**src/rtl/core/ltce_pkg.sv**
```systemverilog
// ----------------------------------------------------------------------------
// ltce_pkg: shared definitions for the leg trajectory cubic evaluator
// Register map, fixed field widths, scale constants and coefficient types.
// ----------------------------------------------------------------------------
package ltce_pkg;

    // Default widths for the phase word and the fraction of all fixed-point values.
    localparam int PHASE_BITS_DEF = 16;
    localparam int FRAC_BITS_DEF  = 16;

    // Configuration register file.
    localparam int NUM_REGS    = 8;
    localparam int REG_W       = 24;
    localparam int CFG_INDEX_W = $clog2(NUM_REGS);

    typedef enum logic [CFG_INDEX_W-1:0] {
        REG_CH0_W2,
        REG_CH0_W3,
        REG_CH1_W2,
        REG_CH1_W3,
        REG_CH2_W2,
        REG_CH2_W3,
        REG_CH3_W2,
        REG_CH3_W3
    } cfg_reg_e;

    typedef logic signed [REG_W-1:0] cfg_word_t;

    localparam cfg_word_t CFG_RESET [NUM_REGS] = '{
        24'sd34865, -24'sd135582, -24'sd406062, -24'sd61778,
        -24'sd96990, -24'sd74791, 24'sd319407, 24'sd50253
    };

    // Four channels, each a weighted sum of four cubic terms.
    localparam int NUM_CH    = 4;
    localparam int NUM_TERMS = 4;

    // A derived weight 6*w3 - w2 needs three more bits than a register.
    localparam int WEIGHT_W = REG_W + 3;

    typedef logic signed [WEIGHT_W-1:0] weight_t;
    typedef weight_t [NUM_TERMS-1:0]    chan_coef_t;
    typedef chan_coef_t [NUM_CH-1:0]    coef_set_t;

    // Output scale factors as unsigned Q0.32, rounded to nearest, held in a
    // signed operand one bit wider than their magnitude.
    localparam int SCALE_W     = 27;
    localparam int SCALE_SHIFT = 32;
    localparam logic signed [SCALE_W-1:0] SCALE_EVEN = 27'sd48318382;  // 0.045 / 4
    localparam logic signed [SCALE_W-1:0] SCALE_ODD  = 27'sd64424509;  // 0.045 / 3

    // Result fields.
    localparam int OUT_W   = 22;
    localparam int OUT_MAX = (2 ** (OUT_W - 1)) - 1;
    localparam int OUT_MIN = -(2 ** (OUT_W - 1));

    // Depth of the queue between the front and the back.
    localparam int QUEUE_DEPTH = 4;

endpackage

```
**src/rtl/core/ltce_front.sv**
```systemverilog
// ----------------------------------------------------------------------------
// ltce_front: phase intake
// Accepts phase beats, splits off the half flag and forms tau and 1 - tau.
// ----------------------------------------------------------------------------
module ltce_front #(
    parameter int PHASE_BITS = ltce_pkg::PHASE_BITS_DEF,
    parameter int FRAC_BITS  = ltce_pkg::FRAC_BITS_DEF
) (
    input  logic                     push,
    output logic                     full,
    input  logic [PHASE_BITS-1:0]    phase,
    input  logic                     q_full,
    output logic                     q_wr,
    output logic [2*FRAC_BITS+1:0]   q_wdata
);

    localparam int EXT_W = PHASE_BITS - 1 + FRAC_BITS;
    localparam logic [FRAC_BITS:0] ONE = {1'b1, {FRAC_BITS{1'b0}}};

    logic                 half;
    logic [EXT_W-1:0]     ext;
    logic [FRAC_BITS-1:0] tq;
    logic [FRAC_BITS:0]   uq;

    assign full = q_full;
    assign q_wr = push && !q_full;

    // tau is the phase fraction below the half bit, brought to FRAC_BITS bits
    // by a left shift followed by dropping the low PHASE_BITS-1 bits.
    assign half = phase[PHASE_BITS-1];
    assign ext  = {phase[PHASE_BITS-2:0], {FRAC_BITS{1'b0}}};
    assign tq   = ext[EXT_W-1 -: FRAC_BITS];
    assign uq   = ONE - {1'b0, tq};

    assign q_wdata = {half, tq, uq};

endmodule

```
**config.mk**
```make
export PLATFORM = sky130hd
export DESIGN_NAME = ltce_front
export DESIGN_NICKNAME = d
export VERILOG_FILES = /design/src/rtl/core/ltce_pkg.sv /design/src/rtl/core/ltce_front.sv
export SDC_FILE = /design/constraint.sdc
export NUM_CORES = 1
export LEC_CHECK = 0
export ABC_AREA = 0
export BUFFER_PORTS_ARGS = -buffer_cell sky130_fd_sc_hd__buf_2
export CORE_AREA = 2 2 39 41
export DETAILED_ROUTE_END_ITERATION = 8
export DIE_AREA = 0 0 41 43
export PLACE_DENSITY = 0.82
export SLEW_MARGIN = 20
export SYNTH_ARGS = -nofsm -noshare
export SYNTH_HDL_FRONTEND = slang
export SYNTH_SLANG_ARGS = --single-unit
```
**constraint.sdc**
```tcl
create_clock -name vclk -period 2.3
set_input_delay 0.345 -clock vclk [all_inputs]
set_output_delay 0.345 -clock vclk [all_outputs]
set_load 0.03 [all_outputs]
```
**Word-level counts from Yosys, hierarchy flattened**

Index checks and enable logic that the tools add are counted.

- Flip-flop bits (word level): 0
- Latch bits: 0
- RAM bits: 0
- Bits in read-only memories: 0
- Logic and storage cells: 3
- Memories kept: 0

- Add/subtract/negate cells: 1
- Multipliers: 0
- Div/mod/pow operators: 0
- $lt $le $gt $ge: 0
- Equality and inequality tests: 0
- Shift-type cells: 0
- Muxes and demuxes: 0
- Bitwise operators: 0
- Reduce and logical (&&, ||, !) cells: 2

Operators by type and width:

| kind | number |
|---|---|
| $sub A17 B16 Y17 const A | 1 |
| $logic_and A1 B1 Y1 | 1 |
| $logic_not A1 Y1 | 1 |

**Depth between registers and ports, before layout**

- Depth after elaboration: 2
- Mapped depth: 5
- Gate-level depth less buffers: 5

**Worst setup path before layout**

Ideal clock, no wire load.

- Path kind: input to output
- Start point: input port phase[0]
- End point: output port q_wdata[15]
- Arrival: 1.820 ns
- Path slack: 0.135 ns
- Stages on the path: 5
- Cell sequence: inv_1 -> ha_1 -> nor4b_1 -> nand4_1 -> xor2_1

- Longest elaborated chain between the ends: 1

RTL lines:

| what | line | source |
|---|---|---|
| from (decl) | ltce_front.sv:11 | `input logic [PHASE_BITS-1:0] phase,` |
| $sub A17 B16 Y17 | ltce_front.sv:33 | `assign uq = ONE - {1'b0, tq};` |
| to (decl) | ltce_front.sv:14 | `output logic [2*FRAC_BITS+1:0] q_wdata` |

Every way passes these cells.

**Worst setup path after layout**

- Start point: input port phase[9]
- End point: output port q_wdata[16]

Same word-level chain as after synthesis.

==> results by group <==
Finish
  • Final nets: 114
  • Share of final-layout standard cells stronger than drive strength 1: 0.602
  • Area of all sequential standard cells: 0 um2
  • Highest-count cells in the layout ignoring fill and taps: buf_2, xnor2_1, nor2_1
  • Ant. Diodes: 0
  • Commonest non-fill, non-tap cell in the layout: buf_2
  • Clock buffer count: 0
  • Seq_cells: 0
  • Synthesis-to-finish area growth: 29.1%

Die
  • Die width: 41 um
  • Initial core utilization: 0.326
  • Area enclosed by the die boundary: 1760 um2
  • Vertical die dimension: 43 um
  • I/O Pins: 54
  • Placeable core region: 1380 um2
  • Number of placement rows: 14

Critical path
  • List of cells traversed by the critical path: buf_2 -> or4_4 -> nor4_4 -> nor3b_2 -> buf_2
  • Library cell contributing the largest single delay on the critical path: or4_4
  • Worst stage delay on the critical path: 550 ps
  • Delay-heaviest family, CP: simple AND/OR/NAND/NOR gates
  • Critical path capture point type: output port
  • Worst-path maximum fanout: 6
  • Category of the worst setup path launch point: input pin
  • Most common cell on crit path: buf_2
  • Buf+Inv Stages, Crit Path: 2
  • Worst setup path category: in2out
  • Critical path data required time: 1960 ps
  • Arrival time of the worst setup path: 1730 ps

Place
  • Worst slack after detailed placement: 224 ps
  • GP Congestion: 0.661
  • HPWL reported at the end of detailed placement: 950 um
  • Port Buffers: 50

GRT
  • Antenna violations before repair: 0
  • Via count of the first global-routing pass: 397
  • Overflow left after global routing: 0
  • Overall track demand over capacity in global routing: 0.121
  • Largest net degree at the start of global routing: 8
  • First-pass GRT wire length: 1.61 mm

Drt
  • Number of design rule violations left after detail routing: 0
  • Detailed router's first-iteration violation count: 3
  • Uppermost routed layer: met3
  • WL met3: 136 um
  • Number of vias in the routed layout: 504
  • Number of vias per cell after detailed routing: 4.62
  • Post-route antenna net violation count: 0
  • Number of search-and-repair iterations in the first detailed-routing pass: 4
  • Total wire length: 1.06 mm
  • Detail Route met2 WL: 521 um
  • M1 wire length: 403 um
  • Routed wire per std cell: 9.72 um

Yosys
  • Portion of synthesized cell area occupied by the leading cell type: 0.332
  • Part of the Yosys area used for sequential elements: 0
  • Count of cell types in the netlist: 21
  • Avg Inst Size Synth: 7.40 um2
  • Top area cells in the synthesized netlist: buf_4, xnor2_1, xor2_1, or4_4, nor4_4
  • Largest area contributor in the netlist: buf_4
  • Synth Warn #: 0
  • Combined area of all synthesized cells: 452 um2
  • Syn Inst Count: 61

Timing
  • Max-slew violations: 0
  • Accumulated negative setup slack: 0 ps
  • Final worst-path cycle share: 0.902
  • Final Hold Fails: 0
  • Achievable Freq: 0.482 GHz
  • Final setup vio count: 0
  • Unrepaired setup endpoints after global routing: no
  • Final worst-path setup slack: 224 ps
  • Clock period minus worst slack: 2080 ps

Pwr
  • Static Leak: 0.295 nW
  • PwrDens: 269 nW/um2
  • VDD IR-drop max: 105 uV

Clock tree
  • Total setup buffers inserted after CTS: 0
  • Resized Gates After CTS: 0
  • CTS Hold Bufs: 0

Hold path
  • Endpoint of the worst hold-timing path: q_wdata[33]
  • Worst min path class: in2out
  • Depth of the worst hold-timing path: 0
  • HP Start: phase[15]

Job
  • Number of max-cap violations: 0

Status
  • Outcome: completed
-- synth_stat cells, types with 2 or more instances --
cell	count
or4_4	2
buf_4	20
nand3_1	2
nor2_1	5
inv_1	2
xor2_1	4
nor3_1	4
nor4_1	2
xnor2_1	8
-- logic make-up (layout without fill, tap and decap cells) --
family                   Yosys count  in the layout  synth area share
AO/OA/AOI/OAI                      1              1            0.0166
adder cells (fa/ha/maj)            1              1            0.0277
XOR/XNOR                          12             12             0.233
AND/OR/NAND/NOR                   24             24             0.366
buffers and inverters             22             53             0.349
other                              1              2           0.00830
-- layout make-up --
class | instances | area (um2)
fill | 157 | 801
multi-input combinational | 40 | 298
timing repair buffer | 51 | 258
tap | 16 | 20.0
inverter | 2 | 7.51
-- layer usage --
| metal | vias to the layer above | track usage |
|---|---|---|
| li1 | 250 | - |
| met1 | 221 | 0.165 |
| met2 | 33 | 0.206 |
| met3 | 0 | 0.0157 |
| met4 | 0 | 0 |
| met5 | - | 0 |
-- power by group --
part	total, mW	internal (mW)	switching, mW
logic	0.157	0.0463	0.111
clock network	0	0	0
registers	0	0	0
total	0.157	0.0463	0.111
-- worst max-delay path by stage --
stage / slack (ps) / end / cells after the start / from
floorplan: 140 / q_wdata[15] / 5 / phase[0]
global placement: 240 / q_wdata[16] / 5 / phase[9]
detailed placement: 220 / q_wdata[16] / 5 / phase[9]
CTS: 220 / q_wdata[16] / 5 / phase[9]
global route: 110 / q_wdata[13] / 8 / phase[0]
finish: 220 / q_wdata[16] / 5 / phase[9]
-- per-stage QoR --
stage	util	power, mW	instances	hold slack (ps)	instance area, um2
4_1_cts	0.421	0.159	109	690	583
5_1_grt	0.421	0.168	109	690	583
3_5_place_dp	0.421	0.158	109	690	583
2_1_floorplan	-	0.125	62	758	455
3_3_place_gp	0.421	0.156	109	690	583
6_report	0.421	0.157	109	690	583
No activity file was read; power rests on OpenSTA's default activity.
