$ cat src/rtl/core/ltce_pkg.sv
// ----------------------------------------------------------------------------
// ltce_pkg: shared definitions for the leg trajectory cubic evaluator
// Register map, fixed field widths, scale constants and coefficient types.
// ----------------------------------------------------------------------------
package ltce_pkg;

    // Default widths for the phase word and the fraction of all fixed-point values.
    localparam int PHASE_BITS_DEF = 16;
    localparam int FRAC_BITS_DEF  = 16;

    // Configuration register file.
    localparam int NUM_REGS    = 8;
    localparam int REG_W       = 24;
    localparam int CFG_INDEX_W = $clog2(NUM_REGS);

    typedef enum logic [CFG_INDEX_W-1:0] {
        REG_CH0_W2,
        REG_CH0_W3,
        REG_CH1_W2,
        REG_CH1_W3,
        REG_CH2_W2,
        REG_CH2_W3,
        REG_CH3_W2,
        REG_CH3_W3
    } cfg_reg_e;

    typedef logic signed [REG_W-1:0] cfg_word_t;

    localparam cfg_word_t CFG_RESET [NUM_REGS] = '{
        24'sd34865, -24'sd135582, -24'sd406062, -24'sd61778,
        -24'sd96990, -24'sd74791, 24'sd319407, 24'sd50253
    };

    // Four channels, each a weighted sum of four cubic terms.
    localparam int NUM_CH    = 4;
    localparam int NUM_TERMS = 4;

    // A derived weight 6*w3 - w2 needs three more bits than a register.
    localparam int WEIGHT_W = REG_W + 3;

    typedef logic signed [WEIGHT_W-1:0] weight_t;
    typedef weight_t [NUM_TERMS-1:0]    chan_coef_t;
    typedef chan_coef_t [NUM_CH-1:0]    coef_set_t;

    // Output scale factors as unsigned Q0.32, rounded to nearest, held in a
    // signed operand one bit wider than their magnitude.
    localparam int SCALE_W     = 27;
    localparam int SCALE_SHIFT = 32;
    localparam logic signed [SCALE_W-1:0] SCALE_EVEN = 27'sd48318382;  // 0.045 / 4
    localparam logic signed [SCALE_W-1:0] SCALE_ODD  = 27'sd64424509;  // 0.045 / 3

    // Result fields.
    localparam int OUT_W   = 22;
    localparam int OUT_MAX = (2 ** (OUT_W - 1)) - 1;
    localparam int OUT_MIN = -(2 ** (OUT_W - 1));

    // Depth of the queue between the front and the back.
    localparam int QUEUE_DEPTH = 4;

endpackage

$ cat src/rtl/core/ltce_cfg.sv
// ----------------------------------------------------------------------------
// ltce_cfg: coefficient register file
// Holds the eight weight registers and builds the sixteen channel weights.
// ----------------------------------------------------------------------------
module ltce_cfg (
    input  logic                                clk,
    input  logic                                rst_n,
    input  logic                                cfg_we,
    input  logic [ltce_pkg::CFG_INDEX_W-1:0]    cfg_index,
    input  logic [ltce_pkg::REG_W-1:0]          cfg_data,
    output ltce_pkg::coef_set_t                 coef
);

    ltce_pkg::cfg_word_t regs_reg [ltce_pkg::NUM_REGS];
    ltce_pkg::weight_t   d_reg    [ltce_pkg::NUM_CH];
    ltce_pkg::weight_t   d_next   [ltce_pkg::NUM_CH];
    ltce_pkg::cfg_word_t w2_ch    [ltce_pkg::NUM_CH];
    ltce_pkg::cfg_word_t w3_ch    [ltce_pkg::NUM_CH];

    always_ff @(posedge clk or negedge rst_n)
    begin
        if (!rst_n)
        begin
            for (int i = 0; i < ltce_pkg::NUM_REGS; i++)
            begin
                regs_reg[i] <= ltce_pkg::CFG_RESET[i];
            end
        end
        else if (cfg_we)
        begin
            regs_reg[cfg_index] <= cfg_data;
        end
    end

    always_comb
    begin
        w2_ch[0] = regs_reg[ltce_pkg::REG_CH0_W2];
        w3_ch[0] = regs_reg[ltce_pkg::REG_CH0_W3];
        w2_ch[1] = regs_reg[ltce_pkg::REG_CH1_W2];
        w3_ch[1] = regs_reg[ltce_pkg::REG_CH1_W3];
        w2_ch[2] = regs_reg[ltce_pkg::REG_CH2_W2];
        w3_ch[2] = regs_reg[ltce_pkg::REG_CH2_W3];
        w2_ch[3] = regs_reg[ltce_pkg::REG_CH3_W2];
        w3_ch[3] = regs_reg[ltce_pkg::REG_CH3_W3];
    end

    // The derived weight 6*w3 - w2 is registered so that no adder sits in
    // front of the weight multipliers. It follows a write in the next cycle.
    always_comb
    begin
        for (int c = 0; c < ltce_pkg::NUM_CH; c++)
        begin
            d_next[c] = (ltce_pkg::WEIGHT_W'(w3_ch[c]) <<< 2)
                      + (ltce_pkg::WEIGHT_W'(w3_ch[c]) <<< 1)
                      - ltce_pkg::WEIGHT_W'(w2_ch[c]);
        end
    end

    always_ff @(posedge clk)
    begin
        for (int c = 0; c < ltce_pkg::NUM_CH; c++)
        begin
            d_reg[c] <= d_next[c];
        end
    end

    // Channel c borrows its first two weights from its partner channel c^2.
    always_comb
    begin
        for (int c = 0; c < ltce_pkg::NUM_CH; c++)
        begin
            coef[c][0] = ltce_pkg::WEIGHT_W'(w3_ch[2'(c ^ 2)]);
            coef[c][1] = d_reg[2'(c ^ 2)];
            coef[c][2] = ltce_pkg::WEIGHT_W'(w2_ch[c]);
            coef[c][3] = ltce_pkg::WEIGHT_W'(w3_ch[c]);
        end
    end

endmodule

$ cat config.mk
export PLATFORM = sky130hd
export DESIGN_NAME = ltce_cfg
export DESIGN_NICKNAME = d
export VERILOG_FILES = /design/src/rtl/core/ltce_pkg.sv /design/src/rtl/core/ltce_cfg.sv
export SDC_FILE = /design/constraint.sdc
export NUM_CORES = 1
export LEC_CHECK = 0
export BUFFER_PORTS_ARGS = -buffer_cell sky130_fd_sc_hd__buf_4
export CELL_PAD_IN_SITES_DETAIL_PLACEMENT = 0
export CELL_PAD_IN_SITES_GLOBAL_PLACEMENT = 1
export CORE_AREA = 2 2 183 275
export CTS_BUF_LIST = sky130_fd_sc_hd__clkbuf_16
export DETAILED_ROUTE_END_ITERATION = 10
export DIE_AREA = 0 0 185 277
export HOLD_SLACK_MARGIN = 0.02
export PLACE_DENSITY_LB_ADDON = 0.1
export SYNTH_ARGS = -nofsm -noshare
export SYNTH_HDL_FRONTEND = slang
export SYNTH_SLANG_ARGS = --single-unit
$ cat constraint.sdc
create_clock -name clk -period 2.9 [get_ports clk]
set_clock_uncertainty 0.05 [all_clocks]
set_input_delay 0.58 -clock clk [delete_from_list [all_inputs] [get_ports clk]]
set_output_delay 0.58 -clock clk [all_outputs]
set_load 0.01 [all_outputs]
== After elaboration in Yosys (flattened, before gate mapping) ==
Memories as Yosys holds them, arrays and structs flattened.
Index checks and enable logic that the tools add are counted.
Storage, ports and cells
  bits in registers: 192
  bits in writable memories: 108
  input port bits: 30
  output and inout bits: 432
  memories kept: 1
Cells by class
  add/sub/neg operators: 8
  magnitude comparators: 2
  multiplexer cells: 3
  bitwise gates (word level): 1
  reductions and logical operators: 1
Memories
  d_reg: depth 4, bits a word 27, rd ports 4, clocked after memory_dff 0, write ports 4, line ltce_cfg.sv:15  | ltce_pkg::weight_t d_reg [ltce_pkg::NUM_CH];
Operator list (number)
  192-bit bitwise mux: 1
  26-bit by 25-bit adder with 27-bit output: 4
  27-bit by 24-bit subtractor with 27-bit output: 4
  24-bit demux with 3-bit select: 1
  24-bit 2-to-1 mux: 1
  4-bit greater-or-equal comparator (second input constant): 1
  4-bit by 1-bit < comparator with 1-bit output (second input constant): 1
  3-bit NOT with 4-bit output: 1
  1-bit logical AND: 1

== Depth between registers and ports, before layout ==
Gate-level depths: netlist of the first run.
  word-level depth: 6
  mapped depth: 13
  depth with buffers taken out: 13

== Worst setup path before layout of the first run ==
OpenSTA, ideal clock, no wires.
  path type: register to register
  from: reg regs_reg, in the netlist coef[200]
  to: mem d_reg[1][24] in the netlist's numbering
  library setup time: 123 ps
  data arrival time: 2918 ps
  data required time: 2727 ps
  slack: -192 ps
  stages on the path, launching flop included: 14
  path buffers: 1
  clock period less this slack: 3092 ps
  path through: dfstp_2 inv_1 fa_1 inv_1 ha_1 buf_6 a21o_1 o21bai_1 a311o_1 a31o_2 a31oi_4 o21bai_4 nand4b_1 nand3b_1
RTL lines
  from (decl): line ltce_cfg.sv:14  | ltce_pkg::cfg_word_t regs_reg [ltce_pkg::NUM_REGS];
  from (signal, indexed assignment): line ltce_cfg.sv:26  | regs_reg[i] <= ltce_pkg::CFG_RESET[i];
  from (signal, indexed assignment): line ltce_cfg.sv:31  | regs_reg[cfg_index] <= cfg_data;
  to (decl): line ltce_cfg.sv:15

==> run metrics, run 1 <==
register area share after synthesis=between 30 and 40%; Yosys reg bits=300; DRT iter0 DRCs=around 400; layout cell share with drive strength beyond 1=approximately 51%; Setup crit end kind=register; DRC=0; critical path's largest stage delay=approximately 0.54 ns; hold crit path type=input port to register; pin count of the biggest net entering global routing=57; post-layout util=53.1%; Clk Latency, worst-skew pair=0.53 ns; CP required=3.30 ns; GRT Overall Usage=around 22%; synthesis warning total=0; clock sinks=300; Initial Util=a little under two fifths; Worst EP arrival=3.50 ns; # fillers=4564; min Tclk post-route=just over 3 ns; Post-synth EDFFs=0; RSZ-0062 raised after global routing=true; failing checks=negative setup slack; Cell Rows=100; Setup crit start kind=register; most common cell after layout, fill and taps aside=buf_4; final std cells w/o fill=3077; multi-input logic area=around 10000 µm²; clk buf depth=3; first-pass GRT wire length=between 80 and 90 mm; Overflow after GRT=0; Vias=about 14000; maximum VDD drop=roughly 0.60 mV; max FFs per register=about 190; ys async rst share=64.0%; initial antenna violation count=4; Setup violations, final=19; Clock Root Buffer=clkbuf_16; CTS clk-pin slew, worst paths=around 0.060 ns; die width=around 190 µm; Synth Flop Type=dfxtp_1; Yosys cell types=78; placed insts=~3000; outcome=finished, violations left; number of max-cap violations=0; vias in the first global route=~15000; Sequential cell area=7100 µm²; Reg2Reg Setup Slack=-0.20 ns; worst-margin pin slew=about 0.54 ns; final hold viol count=0; Finished Cell Area=between 20000 and 30000 µm²; via/cell ratio=between 4 and 5; post-synthesis cell area=18400 µm²; Max Freq=322 MHz; Max-slew headroom=between 60 and 70%; sum of negative setup slack=-1.71 ns; Crit Path Class=register to register; Die ar.=between 50000 and 60000 µm²; Final Cycle Share=107%; synthesized instance count=between 1500 and 2000; Core ar.=around 50000 µm²; Setup WS pre-CTS=-0.382 ns; WL/cell=around 19 µm; Slew Limit Fails=0; Vert. Die Dim=between 200 and 300 µm; TritonCTS Buffers=34; Crit Path Max Fanout=4; Boundary Pins=462; antenna-violating nets left=0; dpl cell area=between 20000 and 25000 µm²; RePlAce Congestion=0.853; most frequent cells in the layout=679 x buf_4, 288 x inv_1, 157 x mux2_2; Cell Chain, Critical Path=inv_2 -> fa_1 -> inv_2 -> ha_4 -> buf_4 -> buf_6 -> nand4_1 -> a211oi_4 -> o311ai_4 -> o2bb2ai_4 -> a31oi_4 -> buf_6 -> xor2_1; Total Wirelength=58.1 mm; Nets=roughly 2600; Crit-path slowest cell=dfstp_2; H-tree lvl count=2; area delta synth->final=41.7%; Syn Area/Cell=10.4 µm²; First-pass DRT Iterations=5; PwrDens=roughly 1400 nW/µm²; Leak Pwr=0.0127 µW; PnR worst setup slack=-0.201 ns; DP HPWL=44.6 mm; CTS tree=yes; Buffers on Ports=between 400 and 500
## timing repair
| item | 4_1_cts | 5_1_grt |
|---|---|---|
| hold endpoints to repair | 30 | 0 |
| setup endpoints to repair | 41 | 50 |
| gates resized for setup | 117 | 119 |
| pin swaps | 77 | 81 |
| hold buffers | 1 | 0 |
| setup buffers | 27 | 14 |
| gates cloned | 0 | 0 |
## per-stage QoR
step           total power, µW  hold slack, ns
4_1_cts                  34000           0.298
3_5_place_dp             27600           0.367
3_3_place_gp             27400           0.363
2_1_floorplan            19400           0.234
6_report                 35500           0.318
5_1_grt                  38200           0.313
## cell usage after synthesis (12+ instances only)
cell type / number / area (µm²)
nand2_1: 85 / 319
nand2b_1: 18 / 113
fa_1: 96 / 1920
a211oi_1: 13 / 97.6
nor2_1: 51 / 191
o21a_1: 14 / 105
xor2_1: 23 / 201
a21oi_1: 84 / 420
ha_1: 104 / 1300
inv_1: 317 / 1190
nand4_1: 15 / 93.8
clkbuf_1: 20 / 75.1
dfstp_2: 103 / 2710
buf_4: 138 / 1040
dfrtp_1: 89 / 2230
nor3_1: 12 / 60.1
a21o_1: 40 / 300
xnor2_1: 65 / 569
mux2_2: 157 / 1770
dfxtp_1: 108 / 2160
o21ai_0: 77 / 385
## routing by layer
metal  vias to the layer above  share of wire, %  GRT usage [%]
met4                         0               3.9           9.06
met3                        92               4.8           3.39
met1                      7051                36           24.1
met5                         -                 0              0
met2                       371                55           42.9
li1                       6862                 -              -
## report_power, final
group | internal [µW] | leakage (µW) | switching, µW
Combinational | 12200 | 0.00900 | 11900
Sequential | 6010 | 0.00306 | 875
Clock | 2700 | 0.000608 | 1810
Total | 20900 | 0.0127 | 14600
## path summary, 6_finish.rpt
kind,startpoint,to,cells past startpoint
max reg2reg,coef[87]$_DFFE_PN1P_,d_reg[0][22]$_DFF_P_,13
max in group asynchronous,rst_n,coef[102]$_DFFE_PN1P_,3
min,cfg_data[0],coef[54]$_DFFE_PN1P_,3
min in group asynchronous,rst_n,coef[427]$_DFFE_PN0P_,2
min reg2reg,coef[54]$_DFFE_PN1P_,d_reg[0][0]$_DFF_P_,0
max,coef[87]$_DFFE_PN1P_,d_reg[0][22]$_DFF_P_,13
## worst max-delay path, delay by kind of cell, from the launching register on
| kind | cells | cell delay (ns) |
|---|---|---|
| AND/OR/NAND/NOR | 1 | 0.14 |
| buffers and inverters | 5 | 0.46 |
| flip-flops | 1 | 0.54 |
| adder cells (fa/ha/maj) | 2 | 0.76 |
| XOR/XNOR | 1 | 0.15 |
| AO/OA/AOI/OAI | 4 | 0.92 |
## cells by family after synthesis
group	Yosys count	synth area share [%]
simple gates	226	5.89
mux	158	9.67
fa+ha+maj	200	17.5
buf+inv	487	13.0
xor+xnor	88	4.19
compound gates	307	11.1
other cells	1	0.0204
flops	300	38.6
## layout make-up
cell class,count,area share (%)
Inverter,317,4.58
Antenna cell,4,0.0384
Clock inverter,24,0.764
Timing Repair Buffer,698,20.5
Multi-Input combinational cell,1033,40.1
Sequential cell,300,27.3
Tap cell,663,3.19
Clock buffer,38,3.65
Power figures use the tool's default switching activity.
==> run 2, diff against run 1 <==
- clock period: 2.9 -> 2.6 ns (I/O delays scaled with it)
==> run 2 against run 1 <==
  * The run still ends with negative setup slack left
  * Utilization grew 2.7 points
  * Wire length increased by 2.8%
  * Non-clock buffer count up 141
  * Count of clock-buffer cells in the layout shrank 1
  * Power is 19% higher
  * Via count rose by 3.4%
  * Highest routed layer unchanged
==> run metrics, run 2 (synthesis results as in run 1) <==
clock sinks=300 (unchanged); Setup crit end kind=register; hold path cells=3 (unchanged); Crit Path Max Fanout=3 (-1); Leak Pwr=0.0134 µW (+6.0%); Initial Util=37.5% (unchanged); CP required=2.95 ns (-0.35 ns); critical path's largest stage delay=0.53 ns (about the same); Worst EP arrival=3.48 ns (-0.02 ns); PnR worst setup slack=-0.535 ns (-0.334 ns); vias in the first global route=16052 (+6.7%); H-tree lvl count=2 (unchanged); failing checks=negative setup slack; Vias=14866 (+3.4%); RSZ-0062 raised after global routing=true; Nets=2756 (+5.4%); Total Wirelength=59.8 mm (+2.8%); DP HPWL=45.5 mm (+2.0%); Max-slew headroom=45.0% (-19 points); pin count of the biggest net entering global routing=60 (+5.3%); Clk Latency, worst-skew pair=0.52 ns (about the same); initial antenna violation count=5 (+1); Crit-path slowest cell=dfstp_2; GRT Overall Usage=23.3% (+0.85 points); WL/cell=18.6 µm (-1.8%); area delta synth->final=48.9%; Overflow after GRT=0 (unchanged); hold crit path type=input port to register; clk buf depth=3 (unchanged); max FFs per register=192 (unchanged); multi-input logic area=10600 µm² (+2.0%); number of max-cap violations=0 (unchanged); Boundary Pins=462 (unchanged); CTS clk-pin slew, worst paths=0.06 ns (about the same); WP depth=14 (+1); most frequent cells in the layout=796 x buf_4, 290 x inv_1, 157 x mux2_2; TritonCTS Buffers=35 (+2.9%); Setup crit start kind=register; Cell Rows=100 (unchanged); DRT iter0 DRCs=487 (+21%); Clock Root Buffer=clkbuf_16; critical path's top delay family=compound AO/OA/AOI/OAI gates; layout cell share with drive strength beyond 1=54.5% (+3.5 points); via/cell ratio=4.62 (-1.2%); Cell Chain, Critical Path=inv_2 -> ha_4 -> ha_4 -> inv_2 -> fa_2 -> nor2b_4 -> o211ai_1 -> a211oi_2 -> buf_4 -> a21oi_4 -> o2bb2ai_4 -> o31a_1 -> a41oi_2 -> o21ai_1; Sequential cell area=7100 µm² (unchanged); CP Buf/Inv Count=3 (-2); Setup violations, final=64 (+45); most common cell after layout, fill and taps aside=buf_4; Setup crit start=coef[163]$_DFFE_PN1P_; # fillers=4508 (-1.2%); PwrDens=1540 nW/µm² (+13%); R2R cell count=14 (+1); Die ar.=51200 µm² (unchanged); RePlAce Congestion=0.875 (+2.6%); first-pass GRT wire length=90.3 mm (+4.1%); outcome=finished, violations left; die width=185 µm (unchanged); First-pass DRT Iterations=4 (-1); Vert. Die Dim=277 µm (unchanged); final hold viol count=0 (unchanged); Reg-to-Reg Start=coef[163]$_DFFE_PN1P_; post-layout util=55.8% (+2.7 points); DRC=0 (unchanged); r2r endpoint=d_reg[1][25]$_DFF_P_; Reg2Reg Setup Slack=-0.54 ns (-0.33 ns); Critical Path Sink=d_reg[1][25]$_DFF_P_; Slew Limit Fails=0 (unchanged); Core ar.=49000 µm² (unchanged); Buffers on Ports=407 (unchanged); Final Cycle Share=121% (+14 points); antenna-violating nets left=0 (unchanged); maximum VDD drop=0.909 mV (+51%); min Tclk post-route=3.14 ns (+0.0338 ns); Max Freq=319 MHz (-1.1%); worst-margin pin slew=0.816 ns (+0.281 ns); Setup WS pre-CTS=-0.559 ns (-0.177 ns); CTS tree=yes; Crit Path Class=register to register
## run 2: changes by cell type in the layout (fill, tap and decap cells not counted), moves of 4 or more
| cell | change |
|---|---|
| buf_4 | +117 |
| xnor2_1 | -5 |
| xnor2_2 | +5 |
| buf_6 | +23 |
| a21oi_2 | -4 |
## run 2: layout make-up
cell class,instances,share of cell area (%)
Antenna cell,6,0.0548
Clock buffer,37,3.38
Inverter,317,4.36
Sequential cell,300,25.9
Clock inverter,26,0.676
Timing Repair Buffer,839,23.7
Tap cell,663,3.03
Multi-Input combinational cell,1033,38.9
## run 2: how the worst min path moves through the flow
| stage | slack (ns) | end | startpoint |
|---|---|---|---|
| after floorplan | 0.17 | coef[162]$_DFFE_PN0P_ | rst_n |
| after global placement | 0.42 | d_reg[2][0]$_DFF_P_ | coef[270]$_DFFE_PN0P_ |
| after detailed placement | 0.42 | d_reg[2][0]$_DFF_P_ | coef[270]$_DFFE_PN0P_ |
| after CTS | 0.24 | coef[271]$_DFFE_PN1P_ | cfg_data[1] |
| after global routing | 0.26 | coef[271]$_DFFE_PN1P_ | cfg_data[1] |
| final | 0.26 | coef[271]$_DFFE_PN1P_ | cfg_data[1] |
## run 2: per-layer routing
metal	global-route usage, %	wire, µm	up-vias
met5	0	0	-
li1	-	-	7122
met4	9.91	2600	0
met3	3.55	2760	90
met1	25.0	21700	7260
met2	44.3	32700	394
## run 2: stage by stage
step | power (µW) | TNS (ns) | area (µm²) | std cells | hold WS [ns]
finish | 42300 | -17.07 | 27400 | 3221 | 0.264
global route | 45400 | -24.43 | 27400 | 3218 | 0.259
CTS | 40900 | -15.76 | 26800 | 3192 | 0.242
detailed placement | 32800 | -17.87 | 24600 | 3097 | 0.422
global placement | 32500 | -16.90 | 24600 | 3097 | 0.418
floorplan | 22200 | -5.86 | 19100 | 1820 | 0.174
## run 2: worst min-delay path, cell delays in order
cell	delay [ns]
buf_4	0.17
nand2_1	0.06
o21ai_0	0.07
## run 2: what timing repair did
action                     in CTS  in global routing
pin swaps                      95                 98
resized for setup             161                 84
hold endpoints to repair       22                  0
hold buffers                    1                  0
cloned                          0                  0
buffers inserted               36                 34
setup endpoints to repair      68                 72
## run 2: power breakdown
group | switching, µW | internal [µW]
clock | 1990 | 2850
sequential | 951 | 6700
combinational | 14000 | 15700
