--- src/rtl/core/ltce_pkg.sv ---
// ----------------------------------------------------------------------------
// ltce_pkg: shared definitions for the leg trajectory cubic evaluator
// Register map, fixed field widths, scale constants and coefficient types.
// ----------------------------------------------------------------------------
package ltce_pkg;

    // Default widths for the phase word and the fraction of all fixed-point values.
    localparam int PHASE_BITS_DEF = 16;
    localparam int FRAC_BITS_DEF  = 16;

    // Configuration register file.
    localparam int NUM_REGS    = 8;
    localparam int REG_W       = 24;
    localparam int CFG_INDEX_W = $clog2(NUM_REGS);

    typedef enum logic [CFG_INDEX_W-1:0] {
        REG_CH0_W2,
        REG_CH0_W3,
        REG_CH1_W2,
        REG_CH1_W3,
        REG_CH2_W2,
        REG_CH2_W3,
        REG_CH3_W2,
        REG_CH3_W3
    } cfg_reg_e;

    typedef logic signed [REG_W-1:0] cfg_word_t;

    localparam cfg_word_t CFG_RESET [NUM_REGS] = '{
        24'sd34865, -24'sd135582, -24'sd406062, -24'sd61778,
        -24'sd96990, -24'sd74791, 24'sd319407, 24'sd50253
    };

    // Four channels, each a weighted sum of four cubic terms.
    localparam int NUM_CH    = 4;
    localparam int NUM_TERMS = 4;

    // A derived weight 6*w3 - w2 needs three more bits than a register.
    localparam int WEIGHT_W = REG_W + 3;

    typedef logic signed [WEIGHT_W-1:0] weight_t;
    typedef weight_t [NUM_TERMS-1:0]    chan_coef_t;
    typedef chan_coef_t [NUM_CH-1:0]    coef_set_t;

    // Output scale factors as unsigned Q0.32, rounded to nearest, held in a
    // signed operand one bit wider than their magnitude.
    localparam int SCALE_W     = 27;
    localparam int SCALE_SHIFT = 32;
    localparam logic signed [SCALE_W-1:0] SCALE_EVEN = 27'sd48318382;  // 0.045 / 4
    localparam logic signed [SCALE_W-1:0] SCALE_ODD  = 27'sd64424509;  // 0.045 / 3

    // Result fields.
    localparam int OUT_W   = 22;
    localparam int OUT_MAX = (2 ** (OUT_W - 1)) - 1;
    localparam int OUT_MIN = -(2 ** (OUT_W - 1));

    // Depth of the queue between the front and the back.
    localparam int QUEUE_DEPTH = 4;

endpackage

--- src/rtl/core/ltce_fifo.sv ---
// ----------------------------------------------------------------------------
// ltce_fifo: short queue between the front and the back
// Register-based first-in first-out buffer with a fill count.
// ----------------------------------------------------------------------------
module ltce_fifo #(
    parameter int WIDTH = 34,
    parameter int DEPTH = ltce_pkg::QUEUE_DEPTH
) (
    input  logic              clk,
    input  logic              rst_n,
    input  logic              wr_en,
    input  logic [WIDTH-1:0]  wr_data,
    output logic              full,
    input  logic              rd_en,
    output logic [WIDTH-1:0]  rd_data,
    output logic              empty
);

    localparam int PTR_W = (DEPTH > 1) ? $clog2(DEPTH) : 1;
    localparam int CNT_W = $clog2(DEPTH + 1);
    localparam logic [PTR_W-1:0] LAST = PTR_W'(DEPTH - 1);

    logic [WIDTH-1:0] mem_reg [DEPTH];
    logic [PTR_W-1:0] wr_ptr_reg, wr_ptr_next;
    logic [PTR_W-1:0] rd_ptr_reg, rd_ptr_next;
    logic [CNT_W-1:0] count_reg, count_next;
    logic             push_ok;
    logic             pop_ok;

    assign full    = (count_reg == CNT_W'(DEPTH));
    assign empty   = (count_reg == '0);
    assign push_ok = wr_en && !full;
    assign pop_ok  = rd_en && !empty;
    assign rd_data = mem_reg[rd_ptr_reg];

    always_comb
    begin
        wr_ptr_next = wr_ptr_reg;
        rd_ptr_next = rd_ptr_reg;
        count_next  = count_reg;
        if (push_ok)
        begin
            wr_ptr_next = (wr_ptr_reg == LAST) ? '0 : wr_ptr_reg + 1'b1;
        end
        if (pop_ok)
        begin
            rd_ptr_next = (rd_ptr_reg == LAST) ? '0 : rd_ptr_reg + 1'b1;
        end
        if (push_ok && !pop_ok)
        begin
            count_next = count_reg + 1'b1;
        end
        else if (!push_ok && pop_ok)
        begin
            count_next = count_reg - 1'b1;
        end
    end

    always_ff @(posedge clk or negedge rst_n)
    begin
        if (!rst_n)
        begin
            wr_ptr_reg <= '0;
            rd_ptr_reg <= '0;
            count_reg  <= '0;
        end
        else
        begin
            wr_ptr_reg <= wr_ptr_next;
            rd_ptr_reg <= rd_ptr_next;
            count_reg  <= count_next;
        end
    end

    always_ff @(posedge clk)
    begin
        if (push_ok)
        begin
            mem_reg[wr_ptr_reg] <= wr_data;
        end
    end

    a_count_up : assert property (@(posedge clk) disable iff (!rst_n)
        (push_ok && !pop_ok) |=> (count_reg == $past(count_reg) + 1'b1))
        else $error("queue count did not rise on a lone write");

    a_count_down : assert property (@(posedge clk) disable iff (!rst_n)
        (!push_ok && pop_ok) |=> (count_reg == $past(count_reg) - 1'b1))
        else $error("queue count did not fall on a lone read");

endmodule

--- config.mk ---
export PLATFORM = sky130hd
export DESIGN_NAME = ltce_fifo
export DESIGN_NICKNAME = d
export VERILOG_FILES = /design/src/rtl/core/ltce_pkg.sv /design/src/rtl/core/ltce_fifo.sv
export SDC_FILE = /design/constraint.sdc
export NUM_CORES = 1
export LEC_CHECK = 0
export BUFFER_PORTS_ARGS = -buffer_cell sky130_fd_sc_hd__buf_4
export CAP_MARGIN = 10
export CORE_MARGIN = 1
export CORE_UTILIZATION = 45
export CTS_BUF_LIST = sky130_fd_sc_hd__clkbuf_8
export DETAILED_ROUTE_END_ITERATION = 6
export PLACE_DENSITY = 0.73
export SETUP_SLACK_MARGIN = 0.4
export SYNTH_ARGS = -nofsm -noshare
export SYNTH_HDL_FRONTEND = slang
export SYNTH_SLANG_ARGS = --single-unit
--- constraint.sdc ---
create_clock -name clk -period 2 [get_ports clk]
set_input_delay 0.3 -clock clk [delete_from_list [all_inputs] [get_ports clk]]
set_output_delay 0.3 -clock clk [all_outputs]
set_load 0.03 [all_outputs]
# == Yosys cells after proc, flatten, opt, wreduce, memory -nomap -nowiden ==
# Memory sizes are Yosys's and may differ from the RTL's.
# Cells that the tools add are included.
# totals
latch_bits,0
ram_bits,136
word_cells,27
regBits,7
rom_bits,0
memories,1
# op_classes
eq_ne,3
muxes,6
order_cmp,0
add_sub_neg,4
multipliers,0
shift,0
div_mod_pow,0
bitwise,0
reduce_logical,10
# memory_table
memory,depth,width,rd,rd_ports_with_merged_regs,write_ports,line,text
mem_reg,4,34,1,0,1,ltce_fifo.sv:23,logic [WIDTH-1:0] mem_reg [DEPTH];
# ops
operator,n
two-way mux 3 bit,2
adder 2 x 1 -> 2 bit (second input constant),2
== test 2 bit (second input constant),2
logical AND 1 bit,4
logical NOT 1 bit,4
two-way mux 2 bit,2
adder 3 x 1 -> 3 bit (second input constant),1
== test 3 bit (second input constant),1
logical NOT 3 bit,1
subtractor 3 x 1 -> 3 bit (second input constant),1
two-way mux 1 bit,2
nonzero test 2 bit,1

# == Depth between registers and ports, before layout ==
# Gate-level depths: netlist of run 1.
# depth
depth_word,7
depth_mapped,9
ltp_nobuf,8

# == Worst setup path before layout of run 1 ==
# Ideal clock, no wire load.
# synth_timing
path_type,reg2reg
from,reg count_reg[0]
to,reg count_reg[1]
stages_incl_launch_ff,8
setup_ns,0.125
required_time_ns,1.875
period_less_slack_ns,2.248
n_path_buf,1
path_slack_ns,-0.248
arrival_time_ns,2.123
path_cell_list,dfrtp_1 -> nor3b_2 -> nor2b_1 -> buf_2 -> ha_1 -> inv_1 -> fa_1 -> mux2_2
# synth_rtl
element,line,text
from (decl),ltce_fifo.sv:26,"logic [CNT_W-1:0] count_reg, count_next;"
from (signal assigned),ltce_fifo.sv:71,count_reg <= count_next;
== test 3 bit,ltce_fifo.sv:30,assign full = (count_reg == CNT_W'(DEPTH));
net full,ltce_fifo.sv:13,"output logic full,"
logical NOT 1 bit,ltce_fifo.sv:32,assign push_ok = wr_en && !full;
logical AND 1 bit,ltce_fifo.sv:32,
net push_ok,ltce_fifo.sv:27,logic push_ok;
logical AND 1 bit,ltce_fifo.sv:49,if (push_ok && !pop_ok)
two-way mux 3 bit,ltce_fifo.sv:49,
net count_next[1],ltce_fifo.sv:26,
# The timed path passes the listed nets, and every way through them passes these cells. The select of a mux whose other input is x is not followed.
# A chain may end at the register's enable or synchronous reset.

# == Worst setup path in the final report of run 1 ==
# layout_timing
from,reg rd_ptr_reg[0]
to,out rd_data[0]
# layout_via
elab_chain_cells,1
# layout_rtl
element,line,text
from (decl),ltce_fifo.sv:25,"logic [PTR_W-1:0] rd_ptr_reg, rd_ptr_next;"
from (signal assigned),ltce_fifo.sv:70,rd_ptr_reg <= rd_ptr_next;
memory read (4 x 34 bit),--,
to (decl),ltce_fifo.sv:15,"output logic [WIDTH-1:0] rd_data,"
# Every way passes these cells.

==> results of run 1 <==
## kinds of logic after synthesis
logic type / Yosys count
buffers and inverters: 12
and+or+nand+nor: 10
xor gates and xnor gates: 3
muxes: 38
adders and majority gates: 7
DFF: 143
AOI/OAI and AO/OA: 2
## final cells by class
type / count / area (sq um) / share of cell area [%]
flip-flops and latches: 143 / 4270 / 56.4
repair buffers: 137 / 1680 / 22.2
multi-input cells: 60 / 1080 / 14.3
clock buffers: 17 / 234 / 3.09
well taps: 143 / 179 / 2.37
clock inverters: 15 / 113 / 1.49
inverters: 3 / 11.3 / 0.149
## through the flow
step                      setup TNS [ns]  worst slack (ns)  cells
after global placement                 0             0.110    439
after global routing               -6.62            -0.221    518
final                              -4.02            -0.155    518
after detailed placement               0            0.0217    439
after CTS                          -4.53            -0.146    508
after floorplan                  -0.0422           -0.0422    215
## final timing paths
kind                                      end  slack (ns)  cells past startpoint
min in group asynchronous       rd_ptr_reg[1]        0.22                      2
max in group asynchronous        count_reg[1]        1.63                      2
worst min register to register  wr_ptr_reg[1]        0.59                      1
worst min-delay path            mem_reg[2][6]        0.07                      1
worst max register to register   count_reg[2]        0.12                      8
worst max-delay path               rd_data[0]       -0.15                      4
## timing repair
item / CTS / global route
gates cloned: 11 / 2
hold endpoints to repair: 7 / 0
pin swaps: 6 / 7
endpoints found under the setup margin: 174 / 176
hold buffers: 1 / 0
buffers inserted: 25 / 8
gates resized for setup: 78 / 10
## per-layer routing
layer / routed length, um / track usage [%] / share of wire (%) / vias to the layer above
li1: - / - / - / 1202
met1: 4320 / 22.6 / 39 / 1384
met2: 5980 / 33.4 / 54 / 85
met3: 584 / 6.01 / 5.3 / 14
met4: 166 / 7.31 / 1.5 / 0
met5: 0 / 0 / 0 / -
## power groups by stage
| stage | combinational [mW] | clock [mW] | sequential [mW] |
|---|---|---|---|
| CTS | 5.52 | 2.07 | 4.24 |
| floorplan | 2.72 | 0 | 4.18 |
| global placement | 3.97 | 0 | 4.26 |
| finish | 5.75 | 2.02 | 4.26 |
| global route | 6.01 | 2.19 | 4.31 |
| detailed placement | 4.02 | 0 | 4.30 |
## worst max-delay path, stage by stage, from the launching register on
cell	delay [ns]
dfrtp_2	0.43
buf_12	0.14
buf_12	0.13
mux4_2	0.55
buf_6	0.17
## layout by cell type, fill, tap and decap left out, types with 3 or more instances in the layout
master and instances:
dfrtp_2 4, clkbuf_8 17, edfxtp_1 136, clkinv_1 6
buf_12 13, and2_4 4, mux2_4 3, mux4_2 34
buf_16 11, buf_4 51, clkinv_2 3, ha_1 5
buf_6 56, buf_8 3, inv_1 6
==> out/results.ini, run 1 <==
[layout]
largest_reg_flops = 136
fin_util_pct = 65.7
design_area_sq_um = 7560
fillers = 752
fin_nets = 407
layout-drive-gt1-share_pct = 56.5
diodes = 0
synthToLayoutAreaGrowth_pct = 41.5

[floorplanning]
core_sq_um = 11500
ioPinCount = 74
initial_utilization_pct = 46.4
die_x_um = 111
dieArea_sq_um = 12300
die_h_um = 111
rows = 39

[synthesis]
synth-main-ff-cell = edfxtp_1
yosys.area_share.simple_pct = 1.15
syn_nets = 260
synth_top_area_share_pct = 76.4
syn_area_per_cell_sq_um = 24.9
synth_xor_area_share_pct = 0.491
yosysMostFrequentCell = edfxtp_1
synth.top_cells.by_area = edfxtp_1 76%, mux4_2 14%, dfrtp_1 3.3%, ha_1 1.4%, buf_4 0.56%
synth_top_family_by_area = multiplexers
synth_cell_types = 19
syn_area_sq_um = 5350
syn-instance-count = 215
async_flop_share_pct = 4.90
synth-seq-cells = 143
synthTopCellsByCount = 136 x edfxtp_1, 34 x mux4_2, 7 x dfrtp_1
seq_area_frac_synth_pct = 79.7
synth_compound_area_share_pct = 0.374
synth_edf_count = 136
muxShareOfSynthArea_pct = 15.3
ys_warn_count = 0
synth_top_cell_by_area = edfxtp_1
synth-adder-area-share_pct = 1.78

[routing]
drt_iter0_drc = 149
ant_nets = 0
wl_per_cell_um = 21.3
vias_per_cell = 5.18
drc = 8
totalWireLength_mm = 11.0
via_count = 2685
drt-pass1-iter-count = 6

[worst_setup_path]
rr_startpoint = count_reg[2]
required_ns = 1.70
crit_fanout = 7
end_kind = primary output
startpoint_type = flip-flop
path_class = flip-flop to primary output
worst-endpoint-arrival_ns = 1.85
worstSetupStartpoint = rd_ptr_reg[0]

[power]
p_int_mw = 8.11
leakagePower_nw = 2.76
cellPowerDensity_nw_per_um2 = 1590
ir_drop_mv = 1.13
power_frac_comb_pct = 47.8
p_clk_share_pct = 16.8
total_power_mw = 12.0
p_seq_share_pct = 35.4
swShare_pct = 32.5
p_sw_mw = 3.91

[placed_design]
gp_congestion = 0.707
hpwlAfterDp_mm = 5.56
port_buffers = 73
dpl-instance-area_sq_um = 6260

[clock_network]
cts_made_buffers = 17
cts_max_path_buffers = 2
ctsRootBufferMaster = clkbuf_8
clk_pin_slew_worst_paths_ns = 0.07
clk-insertion-delay-late_ns = 0.43
cts_tree = built
clock-sinks = 143
htreeDepth = 4

[run_status]
violations = DRC, setup timing
status = finished, violations left

[timing]
maxSlewViolCount = 0
max_slew_margin_pct = 82.1
hold_slack_ns = 0.0655
timing.final.crit_share_pct = 108
finalSetupViolCount = 34
fmax_mhz = 464
hold_violations = 0
tightest_slew_ns = 0.268
fin_crit_ns = 2.15
grt_setup_unrepaired = true
skew_ns = 0.00842
finalWorstSetupSlack_ns = -0.155

[global_routing]
globalRoute.totalOverflow = 0
grt.total_usage_pct = 19.3
antenna_found_initial = 0
grt_pass1_wl_mm = 16.6
grt_max_degree = 17
grt_pass1_vias = 2873

[job]
cap_violations = 0

[min_path]
hold_start = wr_data[6]
min_path_type = primary input to flip-flop

No activity file was read; power rests on OpenSTA's default activity.
==> inputs of run 2 (changes only) <==
CORE_ASPECT_RATIO = 0.75   (was default)
==> run 2 against run 1 <==
The flow finishes with violations (setup timing). Utilization increased by 1.3 points. Via count is 2.3% higher. Sequential share of layout area is 1.4 points lower. Critical endpoint is now rd_data[30]. Largest power group unchanged.
==> out/results.ini, run 2 (synthesis results as in run 1) <==
[run_status]
status = finished, violations left  ; unchanged
violations = setup timing  ; was DRC, setup timing

[worst_setup_path]
cpPeakStageDelay_ns = 0.52  ; was 0.55 ns
cp_cell_sequence = buf_12, clkbuf_16, mux4_2, buf_6  ; was buf_12, buf_12, mux4_2, buf_6
required_ns = 1.70  ; about the same
rr_startpoint = count_reg[0]  ; was count_reg[2]
worstSetupStartpoint = rd_ptr_reg[0]  ; unchanged
reg2reg_to = mem_reg[0][12]  ; was count_reg[2]
startpoint_type = flip-flop  ; unchanged
worst-endpoint-arrival_ns = 1.80  ; was 1.85 ns
path_class = flip-flop to primary output  ; unchanged
crit_fanout = 7  ; unchanged
ff2ff_path_depth = 9  ; was 8
cp_slowest_cell = mux4_2  ; unchanged
r2r_slack_ns = 0.05  ; was 0.12 ns
crit_end = rd_data[30]  ; was rd_data[0]
end_kind = primary output  ; unchanged

[floorplanning]
ioPinCount = 74  ; unchanged
die_x_um = 128  ; was 111 um
initial_utilization_pct = 46.2  ; was 46.4%
core_sq_um = 11600  ; was 11500 sq um
dieArea_sq_um = 12300  ; about the same
rows = 34  ; was 39
die_h_um = 96.4  ; was 111 um

[timing]
fin_crit_ns = 2.10  ; was 2.15 ns
skew_ns = 0.0126  ; was 0.00842 ns
tightest_slew_ns = 0.359  ; was 0.268 ns
hold_violations = 0  ; unchanged
timing.final.crit_share_pct = 105  ; was 108%
max_slew_margin_pct = 76.1  ; was 82.1%
fmax_mhz = 476  ; was 464 MHz
grt_setup_unrepaired = true  ; unchanged
finalWorstSetupSlack_ns = -0.101  ; was -0.155 ns
finalSetupViolCount = 34  ; unchanged
maxSlewViolCount = 0  ; unchanged

[global_routing]
grt.total_usage_pct = 19.3  ; about the same
antenna_found_initial = 0  ; unchanged
grt_max_degree = 24  ; was 17
grt_pass1_wl_mm = 16.3  ; was 16.6 mm
grt_pass1_vias = 2777  ; was 2873
globalRoute.totalOverflow = 0  ; unchanged

[routing]
drt_iter0_drc = 171  ; was 149
vias_per_cell = 5.11  ; was 5.18
totalWireLength_mm = 11.3  ; was 11.0 mm
wl_per_cell_um = 21.1  ; was 21.3 um
via_count = 2746  ; was 2685
drt-pass1-iter-count = 4  ; was 6
drc = 0  ; was 8
ant_nets = 0  ; unchanged

[power]
power_frac_comb_pct = 48.4  ; was 47.8%
ir_drop_mv = 0.875  ; was 1.13 mV
p_clk_share_pct = 18.1  ; was 16.8%
leakagePower_nw = 2.80  ; was 2.76 nW
p_seq_share_pct = 33.5  ; was 35.4%
cellPowerDensity_nw_per_um2 = 1600  ; was 1590 nW/um^2
swShare_pct = 32.4  ; was 32.5%
p_sw_mw = 4.02  ; was 3.91 mW
total_power_mw = 12.4  ; was 12.0 mW
p_int_mw = 8.39  ; was 8.11 mW

[clock_network]
htreeDepth = 4  ; unchanged
ctsRootBufferMaster = clkbuf_8  ; unchanged
cts_max_path_buffers = 2  ; unchanged
clk-insertion-delay-late_ns = 0.43  ; about the same
cts_made_buffers = 17  ; unchanged
cts_tree = built  ; unchanged
clock-sinks = 143  ; unchanged
clk_pin_slew_worst_paths_ns = 0.08  ; was 0.07 ns

[layout]
register_area_sq_um = 4270  ; about the same
diodes = 0  ; unchanged
fin_nets = 408  ; was 407
fillers = 741  ; was 752
layout-drive-gt1-share_pct = 58.1  ; was 56.5%
fin_util_pct = 67.0  ; was 65.7%
synthToLayoutAreaGrowth_pct = 45.0  ; was 41.5%
multi_input_area_sq_um = 1080  ; unchanged
final_common_cell = edfxtp_1  ; unchanged
final_cell_mix = 136 x edfxtp_1, 53 x buf_6, 47 x buf_4  ; was 136 x edfxtp_1, 56 x buf_6, 51 x buf_4
largest_reg_flops = 136  ; unchanged

[placed_design]
hpwlAfterDp_mm = 5.74  ; was 5.56 mm
pre_cts_slack_ns = 0.0401  ; was 0.0217 ns
gp_congestion = 0.718  ; was 0.707
port_buffers = 73  ; unchanged

[min_path]
min_path_type = primary input to flip-flop  ; unchanged

[job]
cap_violations = 0  ; unchanged

run 2: cell count changes in the layout (fill, tap and decap cells not counted), moves of 3 or more:
cell	change
buf_12	+4
buf_4	-4
clkbuf_16	+4
buf_6	-3
clkinv_1	-3
clkinvlp_4	+3
inv_1	-3
run 2: power groups by stage:
stage	sequential (mW)	combinational, mW	clock [mW]
floorplan	4.18	2.72	0
global placement	4.21	4.00	0
detailed placement	4.25	4.03	0
CTS	4.17	5.50	2.29
global route	4.21	6.28	2.41
finish	4.16	6.00	2.25
run 2: repair_timing:
item | 4_1_cts | 5_1_grt
endpoints found under the hold margin | 7 | 0
resized for setup | 82 | 6
buffers inserted | 21 | 10
gates cloned | 12 | 7
setup endpoints to repair | 174 | 174
hold buffers | 1 | 0
pin swaps | 10 | 8
run 2: worst min-delay path by stage:
stage	endpoint	cells after the start	slack, ns	from
4_1_cts	mem_reg[3][0]	1	0.04	wr_data[0]
3_5_place_dp	count_reg[2]	1	0.12	rst_n
2_1_floorplan	count_reg[0]	0	0.004	rst_n
3_3_place_gp	count_reg[2]	1	0.12	rst_n
5_1_grt	mem_reg[2][27]	1	0.04	wr_data[27]
6_report	mem_reg[3][0]	1	0.06	wr_data[0]
run 2: layer usage:
layer / vias up / GRT usage, % / part of all wire (%)
met5: - / 0 / 0
met4: 0 / 7.06 / 0.92
met3: 10 / 5.67 / 4.8
met2: 67 / 31.7 / 51
met1: 1462 / 24.7 / 44
li1: 1207 / - / -
run 2: per-stage QoR:
stage | TNS [ns] | cells | hold slack, ns | instance area [sq um]
finish | -2.46 | 537 | 0.0628 | 7750
global route | -4.39 | 537 | 0.0377 | 7750
CTS | -3.02 | 520 | 0.0401 | 7470
detailed placement | 0 | 455 | 0.121 | 6240
global placement | 0 | 455 | 0.119 | 6240
floorplan | -0.0422 | 215 | 0.00441 | 5400
run 2: final cells by class:
| cell class | count | share of cell area (%) |
|---|---|---|
| clock inverter | 14 | 1.95 |
| tap | 162 | 2.61 |
| sequential | 143 | 55.0 |
| multi-input combinational | 60 | 13.9 |
| timing repair buffer | 138 | 23.4 |
| clock buffer | 17 | 3.02 |
| inverter | 3 | 0.145 |
run 2: critical path, delay by kind of cell (launching register included):
family,cells,cell delay (ns)
DFF,1,0.37
muxes,1,0.52
buffers and inverters,3,0.47
